### config.mk
export PLATFORM = sky130hd
export DESIGN_NAME = log_line_field_recognizer_core
export DESIGN_NICKNAME = d
export VERILOG_FILES = /design/src/llfr_pkg.sv /design/src/llfr_parse.sv /design/src/llfr_counters.sv /design/src/log_line_field_recognizer_core.sv
export SDC_FILE = /design/constraint.sdc
export NUM_CORES = 1
export LEC_CHECK = 0
export BUFFER_PORTS_ARGS = -buffer_cell sky130_fd_sc_hd__buf_2
export CORE_MARGIN = 3
export CORE_UTILIZATION = 30
export CTS_CLUSTER_SIZE = 10
export DETAILED_ROUTE_END_ITERATION = 10
export SLEW_MARGIN = 20
export SYNTH_ARGS = -nofsm -noshare
export SYNTH_HDL_FRONTEND = slang
export SYNTH_HIERARCHICAL = 1
export SYNTH_SLANG_ARGS = --single-unit
### constraint.sdc
create_clock -name clk -period 12.45 [get_ports clk]
set_clock_uncertainty 0.2 [all_clocks]
set_input_delay 1.245 -clock clk [delete_from_list [all_inputs] [get_ports clk]]
set_output_delay 1.245 -clock clk [all_outputs]
set_load 0.02 [all_outputs]
### src/llfr_pkg.sv
// ----------------------------------------------------------------------------
// llfr_pkg
// Shared types and constants for the log line field recognizer: field tags,
// level word codes, severity classes and the level word spelling table.
// ----------------------------------------------------------------------------
package llfr_pkg;

  // minimum number of bytes in a valid line, and the width of its counter
  localparam int MIN_LINE_BYTES = 25;
  localparam int LEN_W = $clog2(MIN_LINE_BYTES + 1);
  localparam int NUM_WORDS = 7;

  // field tags
  localparam logic [2:0] TAG_DATE    = 3'd0;
  localparam logic [2:0] TAG_TIME    = 3'd1;
  localparam logic [2:0] TAG_PID     = 3'd2;
  localparam logic [2:0] TAG_LEVEL   = 3'd3;
  localparam logic [2:0] TAG_COMP    = 3'd4;
  localparam logic [2:0] TAG_MSG     = 3'd5;
  localparam logic [2:0] TAG_SEP     = 3'd6;
  localparam logic [2:0] TAG_REJECT  = 3'd7;

  // level word codes
  localparam logic [2:0] LVL_INFO    = 3'd0;
  localparam logic [2:0] LVL_WARN    = 3'd1;
  localparam logic [2:0] LVL_WARNING = 3'd2;
  localparam logic [2:0] LVL_ERROR   = 3'd3;
  localparam logic [2:0] LVL_FATAL   = 3'd4;
  localparam logic [2:0] LVL_DEBUG   = 3'd5;
  localparam logic [2:0] LVL_TRACE   = 3'd6;

  // severity classes
  localparam logic [1:0] SEV_INFO    = 2'd0;
  localparam logic [1:0] SEV_WARNING = 2'd1;
  localparam logic [1:0] SEV_ERROR   = 2'd2;

  // spelling of each level word, padded with zero bytes
  localparam logic [7:0] WORD_TEXT [0:NUM_WORDS-1][0:7] = '{
    '{"I", "N", "F", "O", 8'h00, 8'h00, 8'h00, 8'h00},
    '{"W", "A", "R", "N", 8'h00, 8'h00, 8'h00, 8'h00},
    '{"W", "A", "R", "N", "I", "N", "G", 8'h00},
    '{"E", "R", "R", "O", "R", 8'h00, 8'h00, 8'h00},
    '{"F", "A", "T", "A", "L", 8'h00, 8'h00, 8'h00},
    '{"D", "E", "B", "U", "G", 8'h00, 8'h00, 8'h00},
    '{"T", "R", "A", "C", "E", 8'h00, 8'h00, 8'h00}
  };

  localparam logic [2:0] WORD_LEN [0:NUM_WORDS-1] = '{
    3'd4, 3'd4, 3'd7, 3'd5, 3'd5, 3'd5, 3'd5
  };

  localparam logic [1:0] WORD_SEV [0:NUM_WORDS-1] = '{
    SEV_INFO, SEV_WARNING, SEV_WARNING, SEV_ERROR, SEV_ERROR, SEV_INFO, SEV_INFO
  };

  // per-byte result from the parser
  typedef struct packed {
    logic [2:0] tag;
    logic       done;
    logic       ok;
    logic [2:0] word;
    logic [1:0] sev;
  } res_t;

  // lowest surviving level word
  function automatic logic [2:0] first_word(input logic [NUM_WORDS-1:0] cand);
    logic [2:0] w;
    w = LVL_INFO;
    for (int i = NUM_WORDS - 1; i >= 0; i--) begin
      if (cand[i]) begin
        w = 3'(i);
      end
    end
    return w;
  endfunction

endpackage

### src/llfr_parse.sv
// ----------------------------------------------------------------------------
// llfr_parse
// Per-line layout tracker: holds the phase and field counters of the current
// line, tags each byte and judges the line on its last byte.
// ----------------------------------------------------------------------------
module llfr_parse (
  input  logic              clk,
  input  logic              rst,
  input  logic              en,
  input  logic [7:0]        char_byte,
  input  logic              end_of_line,
  output llfr_pkg::res_t    res
);
  import llfr_pkg::*;

  typedef enum logic [3:0] {
    PH_DATE, PH_SEP_A, PH_TIME, PH_SEP_B, PH_PID_FIRST, PH_PID_REST,
    PH_WORD, PH_COMP_FIRST, PH_COMP, PH_AFTER_COLON, PH_MSG
  } phase_t;

  phase_t                 phase, phase_next;
  logic [2:0]             digit_count, digit_count_next;
  logic [LEN_W-1:0]       length_count, length_count_next;
  logic [NUM_WORDS-1:0]   level_candidates, level_candidates_next;
  logic [2:0]             letter_count, letter_count_next;
  logic                   failed_flag, failed_flag_next;

  logic                   is_digit, is_letter, is_space, is_colon, bad;
  logic [NUM_WORDS-1:0]   keep, full;
  logic [2:0]             digits_inc;

  // byte classes
  assign is_digit  = (char_byte >= "0") && (char_byte <= "9");
  assign is_letter = ((char_byte >= "A") && (char_byte <= "Z")) ||
                     ((char_byte >= "a") && (char_byte <= "z"));
  assign is_space  = (char_byte == " ");
  assign is_colon  = (char_byte == ":");
  assign digits_inc = digit_count + 3'd1;

  // letter match against each word, and words complete at this length
  always_comb begin
    for (int w = 0; w < NUM_WORDS; w++) begin
      keep[w] = (letter_count < WORD_LEN[w]) &&
                (WORD_TEXT[w][letter_count] == char_byte);
      full[w] = level_candidates[w] && (WORD_LEN[w] == letter_count);
    end
  end

  // next state and byte tag
  always_comb begin
    phase_next            = phase;
    digit_count_next      = digit_count;
    level_candidates_next = level_candidates;
    letter_count_next     = letter_count;
    failed_flag_next      = failed_flag;
    length_count_next     = length_count;
    bad                   = 1'b0;
    res                   = '0;
    res.tag               = TAG_REJECT;

    if (length_count < LEN_W'(MIN_LINE_BYTES)) begin
      length_count_next = length_count + 1'b1;
    end

    if (!failed_flag) begin
      unique case (phase)
        PH_DATE, PH_TIME: begin
          if (is_digit) begin
            res.tag = (phase == PH_DATE) ? TAG_DATE : TAG_TIME;
            if (digits_inc >= 3'd6) begin
              digit_count_next = '0;
              phase_next = (phase == PH_DATE) ? PH_SEP_A : PH_SEP_B;
            end else begin
              digit_count_next = digits_inc;
            end
          end else begin
            bad = 1'b1;
          end
        end
        PH_SEP_A, PH_SEP_B: begin
          if (is_space) begin
            res.tag = TAG_SEP;
            phase_next = (phase == PH_SEP_A) ? PH_TIME : PH_PID_FIRST;
          end else begin
            bad = 1'b1;
          end
        end
        PH_PID_FIRST: begin
          if (is_digit) begin
            res.tag = TAG_PID;
            phase_next = PH_PID_REST;
          end else begin
            bad = 1'b1;
          end
        end
        PH_PID_REST: begin
          if (is_digit) begin
            res.tag = TAG_PID;
          end else if (is_space) begin
            res.tag = TAG_SEP;
            phase_next = PH_WORD;
          end else begin
            bad = 1'b1;
          end
        end
        PH_WORD: begin
          if (is_letter) begin
            res.tag = TAG_LEVEL;
            if (letter_count == 3'd7) begin
              level_candidates_next = '0;
            end else begin
              level_candidates_next = level_candidates & keep;
              letter_count_next = letter_count + 3'd1;
            end
          end else if (letter_count == 3'd0 || full == '0 || !is_space) begin
            bad = 1'b1;
          end else begin
            level_candidates_next = full;
            res.tag = TAG_SEP;
            phase_next = PH_COMP_FIRST;
          end
        end
        PH_COMP_FIRST: begin
          if (is_colon) begin
            bad = 1'b1;
          end else begin
            res.tag = TAG_COMP;
            phase_next = PH_COMP;
          end
        end
        PH_COMP: begin
          if (is_colon) begin
            res.tag = TAG_SEP;
            phase_next = PH_AFTER_COLON;
          end else begin
            res.tag = TAG_COMP;
          end
        end
        PH_AFTER_COLON: begin
          res.tag = is_space ? TAG_SEP : TAG_MSG;
          phase_next = PH_MSG;
        end
        PH_MSG: begin
          res.tag = TAG_MSG;
        end
        default: begin
          bad = 1'b1;
        end
      endcase
      if (bad) begin
        failed_flag_next = 1'b1;
        res.tag = TAG_REJECT;
      end
    end

    // end of line: judge, then clear the per-line state
    if (end_of_line) begin
      res.done = 1'b1;
      if (!failed_flag_next && (phase_next == PH_AFTER_COLON || phase_next == PH_MSG) &&
          length_count_next >= LEN_W'(MIN_LINE_BYTES)) begin
        res.ok   = 1'b1;
        res.word = first_word(level_candidates_next);
        res.sev  = WORD_SEV[res.word];
      end
      phase_next            = PH_DATE;
      digit_count_next      = '0;
      length_count_next     = '0;
      level_candidates_next = '1;
      letter_count_next     = '0;
      failed_flag_next      = 1'b0;
    end
  end

  // per-line state registers
  always_ff @(posedge clk) begin
    if (rst) begin
      phase            <= PH_DATE;
      digit_count      <= '0;
      length_count     <= '0;
      level_candidates <= '1;
      letter_count     <= '0;
      failed_flag      <= 1'b0;
    end else if (en) begin
      phase            <= phase_next;
      digit_count      <= digit_count_next;
      length_count     <= length_count_next;
      level_candidates <= level_candidates_next;
      letter_count     <= letter_count_next;
      failed_flag      <= failed_flag_next;
    end
  end

endmodule

### src/llfr_counters.sv
// ----------------------------------------------------------------------------
// llfr_counters
// Line counter and valid-line event counter, both counting from one and
// wrapping at 32 bits.
// ----------------------------------------------------------------------------
module llfr_counters (
  input  logic        clk,
  input  logic        rst,
  input  logic        en,
  input  logic        line_end,
  input  logic        line_good,
  output logic [31:0] line_seq,
  output logic [31:0] event_seq
);
  import llfr_pkg::*;

  logic [31:0] line_counter;
  logic [31:0] valid_counter;

  assign line_seq  = line_counter;
  assign event_seq = (line_end && line_good) ? valid_counter : '0;

  // advance on each finished line, and on each valid one
  always_ff @(posedge clk) begin
    if (rst) begin
      line_counter  <= 32'd1;
      valid_counter <= 32'd1;
    end else if (en && line_end) begin
      line_counter <= line_counter + 32'd1;
      if (line_good) begin
        valid_counter <= valid_counter + 32'd1;
      end
    end
  end

endmodule

### src/log_line_field_recognizer_core.sv
// ----------------------------------------------------------------------------
// log_line_field_recognizer_core
// Tags each byte of a log line with its field and reports on every line end
// whether the line matched the layout, its level word and severity, a line
// number and a valid-line event number.
//
// Usage:
//   Input channel: char_byte, end_of_line with char_valid / char_stall. A word
//   is taken at a rising edge with char_valid high and char_stall low.
//   Output channel: one result word per input word on result_valid /
//   result_stall, with field_tag, line_done, line_ok, level_word,
//   severity_class, event_number and line_count_out.
//   Path: a word taken lands in the input register, is parsed from it and
//   is captured in the result register, which drives the outputs.
//   Throughput: one byte per cycle while result_stall is low; the per-line
//   parser state is updated from the input register as each word advances.
//   Stall: while result_stall holds a result, the input register keeps its
//   word and char_stall rises once it is full; no word is lost.
//   Reset: rst (synchronous) empties both registers, puts the parser at the
//   start of a line and sets both counters to one.
// ----------------------------------------------------------------------------
module log_line_field_recognizer_core (
  input  logic        clk,
  input  logic        rst,
  input  logic [7:0]  char_byte,
  input  logic        end_of_line,
  input  logic        char_valid,
  output logic        char_stall,
  output logic [2:0]  field_tag,
  output logic        line_done,
  output logic        line_ok,
  output logic [2:0]  level_word,
  output logic [1:0]  severity_class,
  output logic [31:0] event_number,
  output logic [31:0] line_count_out,
  output logic        result_valid,
  input  logic        result_stall
);
  import llfr_pkg::*;

  logic        s0_valid;
  logic [7:0]  s0_byte;
  logic        s0_eol;
  logic        out_free;
  logic        adv;
  res_t        res;
  logic [31:0] cnt_line;
  logic [31:0] cnt_event;

  // handshake: output register frees when empty or being taken
  assign out_free   = !result_valid || !result_stall;
  assign adv        = s0_valid && out_free;
  assign char_stall = s0_valid && !out_free;

  // input register
  always_ff @(posedge clk) begin
    if (rst) begin
      s0_valid <= 1'b0;
    end else if (!char_stall) begin
      s0_valid <= char_valid;
    end
    if (!char_stall && char_valid) begin
      s0_byte <= char_byte;
      s0_eol  <= end_of_line;
    end
  end

  llfr_parse u_parse (
    .clk         (clk),
    .rst         (rst),
    .en          (adv),
    .char_byte   (s0_byte),
    .end_of_line (s0_eol),
    .res         (res)
  );

  llfr_counters u_counters (
    .clk         (clk),
    .rst         (rst),
    .en          (adv),
    .line_end    (res.done),
    .line_good   (res.ok),
    .line_seq    (cnt_line),
    .event_seq   (cnt_event)
  );

  // result register
  always_ff @(posedge clk) begin
    if (rst) begin
      result_valid <= 1'b0;
    end else if (out_free) begin
      result_valid <= s0_valid;
    end
    if (adv) begin
      field_tag      <= res.tag;
      line_done      <= res.done;
      line_ok        <= res.ok;
      level_word     <= res.word;
      severity_class <= res.sev;
      event_number   <= cnt_event;
      line_count_out <= cnt_line;
    end
  end

  // a good line is always a finished line
  a_ok_needs_done: assert property (@(posedge clk) disable iff (rst)
    result_valid && line_ok |-> line_done)
    else $error("line_ok without line_done");

  // a rejected or unfinished line carries no level, severity or event
  a_bad_line_zero: assert property (@(posedge clk) disable iff (rst)
    result_valid && !line_ok |-> level_word == LVL_INFO &&
      severity_class == SEV_INFO && event_number == 32'd0)
    else $error("report fields set on a line that is not good");

  // severity follows the level word
  a_sev_matches: assert property (@(posedge clk) disable iff (rst)
    result_valid && line_ok |-> level_word != 3'd7 &&
      severity_class == WORD_SEV[level_word])
    else $error("severity does not match level word");

  // line counter steps exactly once per finished line
  a_line_step: assert property (@(posedge clk) disable iff (rst)
    adv && s0_eol |=> cnt_line == $past(cnt_line) + 32'd1)
    else $error("line counter did not advance at line end");

endmodule
==> results of run 1 <==
==> cell families (layout without fill, tap and decap cells) <==
| kind of cell | count (synthesis) | in the layout | share of synthesized area [%] |
|---|---|---|---|
| AO/OA/AOI/OAI | 187 | 187 | 14.1 |
| AND/OR/NAND/NOR | 342 | 342 | 23.1 |
| XOR/XNOR | 43 | 43 | 4.46 |
| adder cells (fa/ha/maj) | 17 | 17 | 2.52 |
| multiplexers | 6 | 6 | 0.785 |
| flip-flops | 172 | 172 | 50.6 |
| buffers and inverters | 85 | 153 | 4.42 |
==> cells in the mapped netlist, types with 4 or more instances <==
master	n
and4_1	10
o211ai_1	4
a31oi_1	4
xnor2_1	23
o22ai_1	5
buf_6	4
edfxtp_1	83
nor4_1	15
a22oi_1	5
nor3b_1	4
nand4_1	19
nand3_1	25
nand2_1	45
nand2b_1	15
or2_2	7
xor2_1	20
a21oi_1	68
a211oi_1	4
or3_1	26
o31ai_1	22
and3_1	40
or4_1	26
nor3_1	15
clkbuf_1	38
buf_2	9
inv_1	28
nor2b_1	8
ha_1	17
nor2_1	63
o21a_1	5
o21ai_0	37
dfxtp_1	89
a32oi_1	4
mux2_2	5
==> through the flow <==
step	hold slack (ns)	setup slack, ns	util, %	area (sq um)
CTS	0.287	7.17	35.6	9730
floorplan	0.223	2.39	-	8440
global route	0.313	6.73	35.6	9730
global placement	0.262	7.34	33.4	9130
finish	0.288	7.10	35.6	9730
detailed placement	0.269	7.21	33.4	9130
==> report_power, final <==
part | internal [mW] | switching, mW | total (mW)
clock network | 0.305 | 0.242 | 0.547
logic | 0.0177 | 0.0432 | 0.0609
registers | 0.606 | 0.0107 | 0.617
==> worst min-delay path by stage <==
stage / start / end / depth (start not counted)
2_1_floorplan: u_counters/line_seq[31] / line_count_out[31] / 0
6_report: u_counters/line_seq[19] / line_count_out[19] / 0
3_5_place_dp: u_counters/line_seq[19] / line_count_out[19] / 0
5_1_grt: u_counters/line_seq[19] / line_count_out[19] / 0
4_1_cts: u_counters/line_seq[19] / line_count_out[19] / 0
3_3_place_gp: u_counters/line_seq[19] / line_count_out[19] / 0
==> routing by layer <==
metal	global-route usage, %	share of wire (%)	up-vias
li1	-	-	3274
met1	16.7	47	3171
met2	20.1	46	147
met3	2.41	3.5	36
met4	6.13	3.6	0
met5	0	0	-
==> sequential cells by signal (all words and copies together), names as in the netlist, 2 cells and up <==
register / count
event_number: 32
field_tag: 3
level_word: 3
line_count_out: 32
s0_byte: 8
severity_class: 2
u_counters/line_seq: 32
u_counters/valid_counter: 32
u_parse/digit_count: 3
u_parse/length_count: 5
u_parse/letter_count: 3
u_parse/level_candidates: 7
u_parse/phase: 4
==> cell type report <==
| cell class | count | area (sq um) |
|---|---|---|
| clock buffers | 18 | 429 |
| clock inverters | 14 | 174 |
| fillers | 2776 | 17600 |
| inverters | 28 | 105 |
| multi-input cells | 595 | 3810 |
| flip-flops and latches | 172 | 4270 |
| well taps | 372 | 465 |
| repair buffers | 93 | 480 |
==> worst reg2reg max path, stage by stage (launching register included) <==
cell and delay, ns:
edfxtp_1 0.67, nor4_1 0.46, and3_1 0.40, o22ai_1 0.13
and3_1 0.22, or3b_1 0.39, a221oi_4 0.30, nand4_2 0.24
inv_1 0.13, buf_4 0.30, nand3_1 0.41, or4_1 0.79
nor4_1 0.25, mux2_2 0.37
==> results_dict.tcl, run 1 <==
set metrics [dict create \
    clock_sinks 172 \
    place_hpwl_mm 12.8 \
    drc 0 \
    ys_warn_count 6 \
    p_per_area_nw_per_um2 126 \
    startpoint "s0_byte[0]" \
    maxSlewViolCount 0 \
    tightest_slew_ns 0.859 \
    r2r_start "s0_byte[0]" \
    synth_top_area_cell "edfxtp_1" \
    setup_viol 0 \
    max_freq_ghz 0.187 \
    path_depth 13 \
    cp.arrival_ns 5.48 \
    netlist_area_sq_um 8440 \
    synth-main-ff-cell "dfxtp_1" \
    tns_ns 0 \
    post-synth-top-area-fraction_pct 29.5 \
    crit_buf_inv 2 \
    min_period_over_period_pct 43.0 \
    gp_congestion 0.835 \
    cts_tree "built" \
    drt_wl_total_mm 19.4 \
    gr-usage-all-layers_pct 12.7 \
    worstPathRequired_ns 12.57 \
    criticalPathCategory "register to register" \
    synth_area_leaders "edfxtp_1 (30%), dfxtp_1 (21%), a21oi_1 (4.0%), and3_1 (3.0%), nor2_1 (2.8%)" \
    synth_edf_count 83 \
    overflow 0 \
    endpoint "u_counters/valid_counter[31]" \
    finalPower_mw 1.22 \
    cts_inserted_buffers 17 \
    final_common_cell "dfxtp_1" \
    initial_utilization_pct 30.9 \
    critPathLaunchType "register" \
    dieArea_sq_um 30200 \
    path_max_fanout 35 \
    reg2reg_slack_ns 7.10 \
    rsz0062_at_grt "false" \
    avgViaCountPerCell 5.13 \
    hold_viol 0 \
    synthArstFlopShare_pct 0 \
    area_growth_pct 15.3 \
    die_w_um 174 \
    insertion_delay_ns 0.43 \
    rr_endpoint "u_counters/valid_counter[31]" \
    clk_pin_slew_ns 0.07 \
    cts_hold_buf 0 \
    syn-instance-count 852 \
    grt_pass1_vias 6193 \
    fin_nets 937 \
    critPathSlowestCell "or4_1" \
    vdd_drop_max_mv 0.0854 \
    layout-drive-gt1-share_pct 16.7 \
    drtAntennaViolNets 0 \
    grt_pass1_wl_mm 31.6 \
    core.rowCount 60 \
    layout_common_cells "dfxtp_1 (89), buf_2 (87), edfxtp_1 (83), a21oi_1 (68), nor2_1 (63)" \
    maxCapViolCount 0 \
    wl_per_cell_um 15.0 \
    placed_cells 1260 \
    firstDrtPassIters 7 \
    cts_setup_buffers 0 \
    die_h_um 174 \
    critPathMaxStageDelay_ns 0.79 \
    syn_area_per_cell_sq_um 9.91 \
    yosysSeqAreaShare_pct 50.6 \
    period_needed_ns 5.35 \
    clock_path_buffers 2 \
    total_leakage_power_nw 3.31 \
    diodes 0 \
    r2r_cells 13 \
    hold_path_class "register to register" \
    post_cts_resized 0 \
    ys_seq_elements 172 \
    synth_fp_nets 882 \
    drt_iter0_drc 592 \
    htreeDepth 4 \
    worstPathCellList "nor4_1 > and3_1 > o22ai_1 > and3_1 > or3b_1 > a221oi_4 > nand4_2 > inv_1 > buf_4 > nand3_1 > or4_1 > nor4_1 > mux2_2" \
    grt_antenna_before_repair 0 \
    slew_headroom_pct 42.6 \
    root_buffer "clkbuf_16" \
    yosysUniqueCellTypes 75 \
    io_buffer_count 88 \
    vias 6628 \
    cp_top_family "simple AND/OR/NAND/NOR gates" \
    grt_max_degree 58 \
    pin_count 89 \
    endpoint_kind "register" \
    core_area_sq_um 27300 \
    run_status "finished, final reports clean" \
    final_cells 1292 \
]
Note: power is estimated with default switching activity, not from simulation.
==> run 2: changes to the inputs <==
--- a/config.mk
+++ b/config.mk
@@ -5,6 +5,7 @@
 export SDC_FILE = /design/constraint.sdc
 export NUM_CORES = 1
 export LEC_CHECK = 0
+export ABC_AREA = 1
 export BUFFER_PORTS_ARGS = -buffer_cell sky130_fd_sc_hd__buf_2
 export CORE_MARGIN = 3
 export CORE_UTILIZATION = 30
==> constraint.sdc (replaced) <==
create_clock -name clk -period 5.6 [get_ports clk]
set_clock_uncertainty 0.2 [all_clocks]
set_input_delay 0.56 -clock clk [delete_from_list [all_inputs] [get_ports clk]]
set_output_delay 0.56 -clock clk [all_outputs]
set_load 0.02 [all_outputs]
==> results_dict.tcl, run 2 <==
set metrics [dict create \
    run_status "finished, final reports clean" \
    gr-usage-all-layers_pct 13.9 \
    rr_endpoint "u_counters/valid_counter[24]" \
    worstPathRequired_ns 5.77 \
    worstHoldStart "char_byte[5]" \
    yosysMostFrequentCell "nand2_1" \
    synth_area_leaders "edfxtp_1 (27%), dfxtp_1 (20%), nand2_1 (12%), nor2_1 (7.9%), inv_1 (5.7%)" \
    post-place-ws_ns 2.06 \
    placed_cells 1640 \
    setup_viol 0 \
    p_per_area_nw_per_um2 257 \
    critPathSlowestCell "dfxtp_1" \
    holdPathStages 1 \
    yosysUniqueCellTypes 50 \
    synth_mux_area_share_pct 0 \
    die_w_um 180 \
    drc 0 \
    critPathMaxStageDelay_ns 0.79 \
    syn_area_per_cell_sq_um 7.68 \
    post-synth-top-area-fraction_pct 27.4 \
    layout_common_cells "nand2_1 (289), nor2_1 (191), inv_1 (139), dfxtp_1 (89), buf_2 (88)" \
    netlist_area_sq_um 9080 \
    final_common_cell "nand2_1" \
    synth-compound-area-share_pct 8.16 \
    hold_path_class "input port to register" \
    placed_area_sq_um 9900 \
    die_h_um 180 \
    max_freq_ghz 0.283 \
    insertion_delay_ns 0.43 \
    period_needed_ns 3.53 \
    rsz0062_at_grt "false" \
    gp_congestion 0.944 \
    overflow 0 \
    drtAntennaViolNets 0 \
    slew_headroom_pct 51.6 \
    fin_area_sq_um 10500 \
    final_cells 1672 \
    hold_ws_ns 0.105 \
    grt_pass1_vias 7345 \
    crit_top_cell "nand2_1" \
    tns_ns 0 \
    initial_utilization_pct 30.6 \
    cp.arrival_ns 3.70 \
    area_growth_pct 15.5 \
    ys_seq_elements 172 \
    fin_nets 1299 \
    r2r_start "u_parse/letter_count[2]" \
    clk_pin_slew_ns 0.07 \
    cts_setup_buffers 0 \
    syn-instance-count 1182 \
    synth-main-ff-cell "dfxtp_1" \
    endpoint_kind "register" \
    dieArea_sq_um 32400 \
    worstPathCellList "ha_1 > nand2_1 > o21a_1 > nand2_1 > nand2_4 > clkinv_4 > nand3_1 > nand3_1 > nand2_1 > a21oi_4 > nand3_2 > inv_2 > nand2_1 > nor2_2 > nand4_1 > nand2_1 > nand2_1 > nor2_1" \
    grt_antenna_before_repair 0 \
    core.rowCount 63 \
    cts_inserted_buffers 17 \
    synth_fp_nets 1212 \
    ys_top_cells_by_count "nand2_1 (290), nor2_1 (191), inv_1 (139), dfxtp_1 (89), edfxtp_1 (83)" \
    min_to "s0_byte[5]" \
    vdd_drop_max_mv 0.199 \
    min_period_over_period_pct 63.1 \
    critPathLaunchType "register" \
    clock_path_buffers 2 \
    synth_top_family_by_area "simple AND/OR/NAND/NOR gates" \
    synth_edf_count 83 \
    layout-drive-gt1-share_pct 16.4 \
    synth_xor_area_share_pct 1.74 \
    total_leakage_power_nw 4.28 \
    core_area_sq_um 29700 \
    diodes 0 \
    criticalPathCategory "register to register" \
    firstDrtPassIters 6 \
    ys_warn_count 6 \
    reg2reg_slack_ns 2.07 \
    cts_hold_buf 0 \
    grt_pass1_wl_mm 37.3 \
    setup_slack_ns 2.07 \
    synth-simple-area-share_pct 32.2 \
    grt_max_degree 51 \
    r2r_cells 18 \
    vias 7878 \
    htreeDepth 4 \
    root_buffer "clkbuf_16" \
    synthAdderAreaFrac_pct 2.34 \
    wl_per_cell_um 13.6 \
    drt_iter0_drc 652 \
    synthArstFlopShare_pct 0 \
    maxCapViolCount 0 \
    clock_sinks 172 \
    hold_viol 0 \
    maxSlewViolCount 0 \
    synth_top_area_cell "edfxtp_1" \
    io_buffer_count 88 \
    tightest_slew_ns 0.726 \
    post_cts_resized 0 \
    place_hpwl_mm 16.8 \
    path_max_fanout 20 \
    cts_tree "built" \
    pin_count 89 \
    avgViaCountPerCell 4.71 \
    drt_wl_total_mm 22.7 \
    yosysSeqAreaShare_pct 47.1 \
]
-- run 2: cell count changes in the layout (fill, tap and decap cells not counted), sizes merged, moves of 10 or more --
cell	change
nand2	+268
nor2	+154
inv	+125
nand3	+57
and3	-39
or4	-28
or3	-26
o31ai	-22
xnor2	-19
nand2b	-15
nor4	-15
a21oi	-14
and4	-10
-- run 2: cells by family after synthesis --
family | Yosys count
simple gates | 661
buf+inv | 185
flops | 172
compound gates | 129
xor+xnor | 18
fa+ha+maj | 17
-- run 2: layer usage --
metal / vias up / track usage, % / routed length (um)
met5: - / 0 / 0
met1: 3652 / 18.8 / 10800
li1: 3983 / - / -
met4: 0 / 4.24 / 342
met3: 26 / 2.73 / 1060
met2: 217 / 22.7 / 10500
-- run 2: final cells by class --
cell class	count	area (sq um)
Clock buffer	20	447
Clock inverter	12	138
Fill cell	3131	19200
Inverter	161	622
Multi-Input combinational cell	825	4050
Sequential cell	172	4270
Tap cell	390	488
Timing Repair Buffer	92	470
-- run 2: stage by stage --
step,util [%],power (mW)
floorplan,-,1.49
global placement,33.3,1.54
detailed placement,33.3,1.54
CTS,35.3,2.73
global route,35.3,2.80
finish,35.3,2.69
-- run 2: critical path, delay by kind of cell, from the launching register on --
kind,cells,cell delay (ns)
fa+ha+maj,1,0.34
buf+inv,2,0.31
compound gates,2,0.34
simple gates,13,1.49
flops,1,0.79
-- run 2: worst max-delay path by stage --
stage                             from                           end
2_1_floorplan             result_valid       u_parse/letter_count[1]
3_3_place_gp   u_parse/letter_count[1]  u_counters/valid_counter[19]
3_5_place_dp   u_parse/letter_count[0]  u_counters/valid_counter[24]
4_1_cts        u_parse/letter_count[0]  u_counters/valid_counter[24]
5_1_grt        u_parse/letter_count[2]  u_counters/valid_counter[24]
6_report       u_parse/letter_count[2]  u_counters/valid_counter[24]
-- run 2: where the power goes --
part           switching [mW]  total, mW  leakage (nW)  internal (mW)
clock network           0.506       1.18         0.270          0.673
logic                   0.109      0.153          2.47         0.0431
registers              0.0200       1.36          1.54           1.34
==> run 3: changes to the inputs <==
--- a/config.mk
+++ b/config.mk
@@ -5,7 +5,7 @@
 export SDC_FILE = /design/constraint.sdc
 export NUM_CORES = 1
 export LEC_CHECK = 0
-export ABC_AREA = 1
+export ABC_AREA = 0
 export BUFFER_PORTS_ARGS = -buffer_cell sky130_fd_sc_hd__buf_2
 export CORE_MARGIN = 3
 export CORE_UTILIZATION = 30
==> constraint.sdc (replaced) <==
create_clock -name clk -period 3.1 [get_ports clk]
set_clock_uncertainty 0.2 [all_clocks]
set_input_delay 0.31 -clock clk [delete_from_list [all_inputs] [get_ports clk]]
set_output_delay 0.31 -clock clk [all_outputs]
set_load 0.02 [all_outputs]
==> results_dict.tcl, run 3 (synthesis gave the netlist of run 1 again) <==
set metrics [dict create \
    run_status "complete, but fails checks" \
    violations "setup timing" \
    drtAntennaViolNets 0 \
    p_int_mw 3.68 \
    p_per_area_nw_per_um2 429 \
    layout_common_cells "buf_4 (125), buf_2 (88), dfxtp_1 (86), edfxtp_1 (83), nor2_1 (61)" \
    diodes 0 \
    drt_wl_total_mm 21.7 \
    r2r_start "s0_byte[4]" \
    core_area_sq_um 27300 \
    combPwrFrac_pct 6.9 \
    slew_headroom_pct 38.0 \
    min_period_over_period_pct 119 \
    grt_pass1_wl_mm 35.4 \
    clock_sinks 172 \
    reg2reg_slack_ns -0.59 \
    setup_viol 37 \
    drc 0 \
    clk_pin_slew_ns 0.07 \
    die_w_um 174 \
    clock_path_buffers 2 \
    maxSlewViolCount 0 \
    path_max_fanout 5 \
    final_common_cell "buf_4" \
    pin_count 89 \
    drt_iter0_drc 347 \
    dieArea_sq_um 30200 \
    gr-usage-all-layers_pct 14.0 \
    wl_per_cell_um 15.1 \
    total_leakage_power_nw 4.23 \
    worstPathRequired_ns 3.24 \
    rr_endpoint "u_counters/valid_counter[21]" \
    finalPower_mw 4.91 \
    maxCapViolCount 0 \
    grt_antenna_before_repair 0 \
    holdPathStages 0 \
    criticalPathCategory "register to register" \
    hold_ws_ns 0.275 \
    setup_slack_ns -0.586 \
    insertion_delay_ns 0.42 \
    min_to "line_count_out[31]" \
    rsz0062_at_grt "true" \
    core.rowCount 60 \
    max_freq_ghz 0.271 \
    io_buffer_count 88 \
    firstDrtPassIters 5 \
    seqPwrFrac_pct 50.0 \
    root_buffer "clkbuf_16" \
    fin_nets 1089 \
    tightest_slew_ns 0.930 \
    period_needed_ns 3.69 \
    grt_max_degree 55 \
    switching_power_mw 1.22 \
    hold_viol 0 \
    area_growth_pct 35.6 \
    cts_tree "built" \
    vias 7174 \
    p_clk_share_pct 43.0 \
    avgViaCountPerCell 4.97 \
    swShare_pct 25.0 \
    cp.arrival_ns 3.83 \
    place_hpwl_mm 14.4 \
    die_h_um 174 \
    overflow 0 \
    endpoint_kind "register" \
    layout-drive-gt1-share_pct 33.9 \
    initial_utilization_pct 30.9 \
    r2r_cells 13 \
    hold_path_class "register to register" \
    worstHoldStart "u_counters/line_seq[31]" \
    grt_pass1_vias 6987 \
    htreeDepth 4 \
    gp_congestion 0.853 \
    vdd_drop_max_mv 0.367 \
    critPathLaunchType "register" \
    cts_inserted_buffers 17 \
]
run 3: worst max path at each step:
stage / startpoint / to / slack, ns / depth (start not counted)
floorplan: s0_byte[1] / u_counters/valid_counter[31] / -0.78 / 15
global placement: s0_byte[0] / u_counters/valid_counter[19] / -0.58 / 13
detailed placement: s0_byte[0] / u_counters/valid_counter[17] / -0.64 / 13
finish: s0_byte[4] / u_counters/valid_counter[21] / -0.59 / 13
global route: s0_byte[0] / u_counters/valid_counter[21] / -0.74 / 13
CTS: s0_byte[4] / u_counters/valid_counter[31] / -0.53 / 12
run 3: layout make-up:
cell class	instances	area [sq um]
multi-input cells	597	4260
well taps	372	465
clock inverters	14	139
inverters	28	108
flip-flops and latches	172	4280
clock buffers	18	450
repair buffers	243	1740
fillers	2662	15900
run 3: routing by layer:
metal | global-route usage [%] | vias to the layer above | part of all wire (%) | wire (um)
li1 | - | 3597 | - | -
met1 | 18.5 | 3448 | 47 | 10200
met2 | 23.7 | 115 | 49 | 10700
met3 | 2.26 | 14 | 2.8 | 608
met4 | 3.82 | 0 | 1.0 | 221
met5 | 0 | - | 0 | 0
run 3: through the flow:
stage / cell area [sq um] / utilization, % / setup slack (ns) / setup TNS (ns) / cells
after detailed placement: 10100 / 37.1 / -0.640 / -14.93 / 1374
final: 11400 / 41.9 / -0.586 / -15.00 / 1444
after global placement: 10100 / 37.1 / -0.576 / -12.45 / 1374
after floorplan: 8670 / - / -0.782 / -23.88 / 852
after CTS: 11100 / 40.7 / -0.532 / -12.47 / 1430
after global routing: 11400 / 41.9 / -0.741 / -22.69 / 1444
run 3: what timing repair did:
| item | 4_1_cts | 5_1_grt |
|---|---|---|
| pin swaps | 16 | 21 |
| resized for setup | 36 | 50 |
| cloned | 3 | 0 |
| setup endpoints to repair | 35 | 69 |
| hold buffers | 12 | 0 |
| endpoints found under the hold margin | 11 | 0 |
| buffers inserted | 9 | 16 |
run 3: power groups by stage:
stage	clock network, mW	registers (mW)	logic [mW]
detailed placement	0	2.51	0.302
floorplan	0	2.57	0.123
finish	2.11	2.46	0.339
global route	2.27	2.46	0.365
global placement	0	2.51	0.300
CTS	2.18	2.46	0.324
run 3: critical path: stages (launching register included):
cell,delay (ns)
edfxtp_1,0.43
nor4_4,0.32
and3_4,0.23
o22ai_2,0.07
and3_4,0.19
or3b_4,0.37
a221oi_4,0.23
nand4_2,0.18
inv_2,0.11
nand3_4,0.07
buf_6,0.15
or3_4,0.40
or4_4,0.49
a21oi_2,0.14
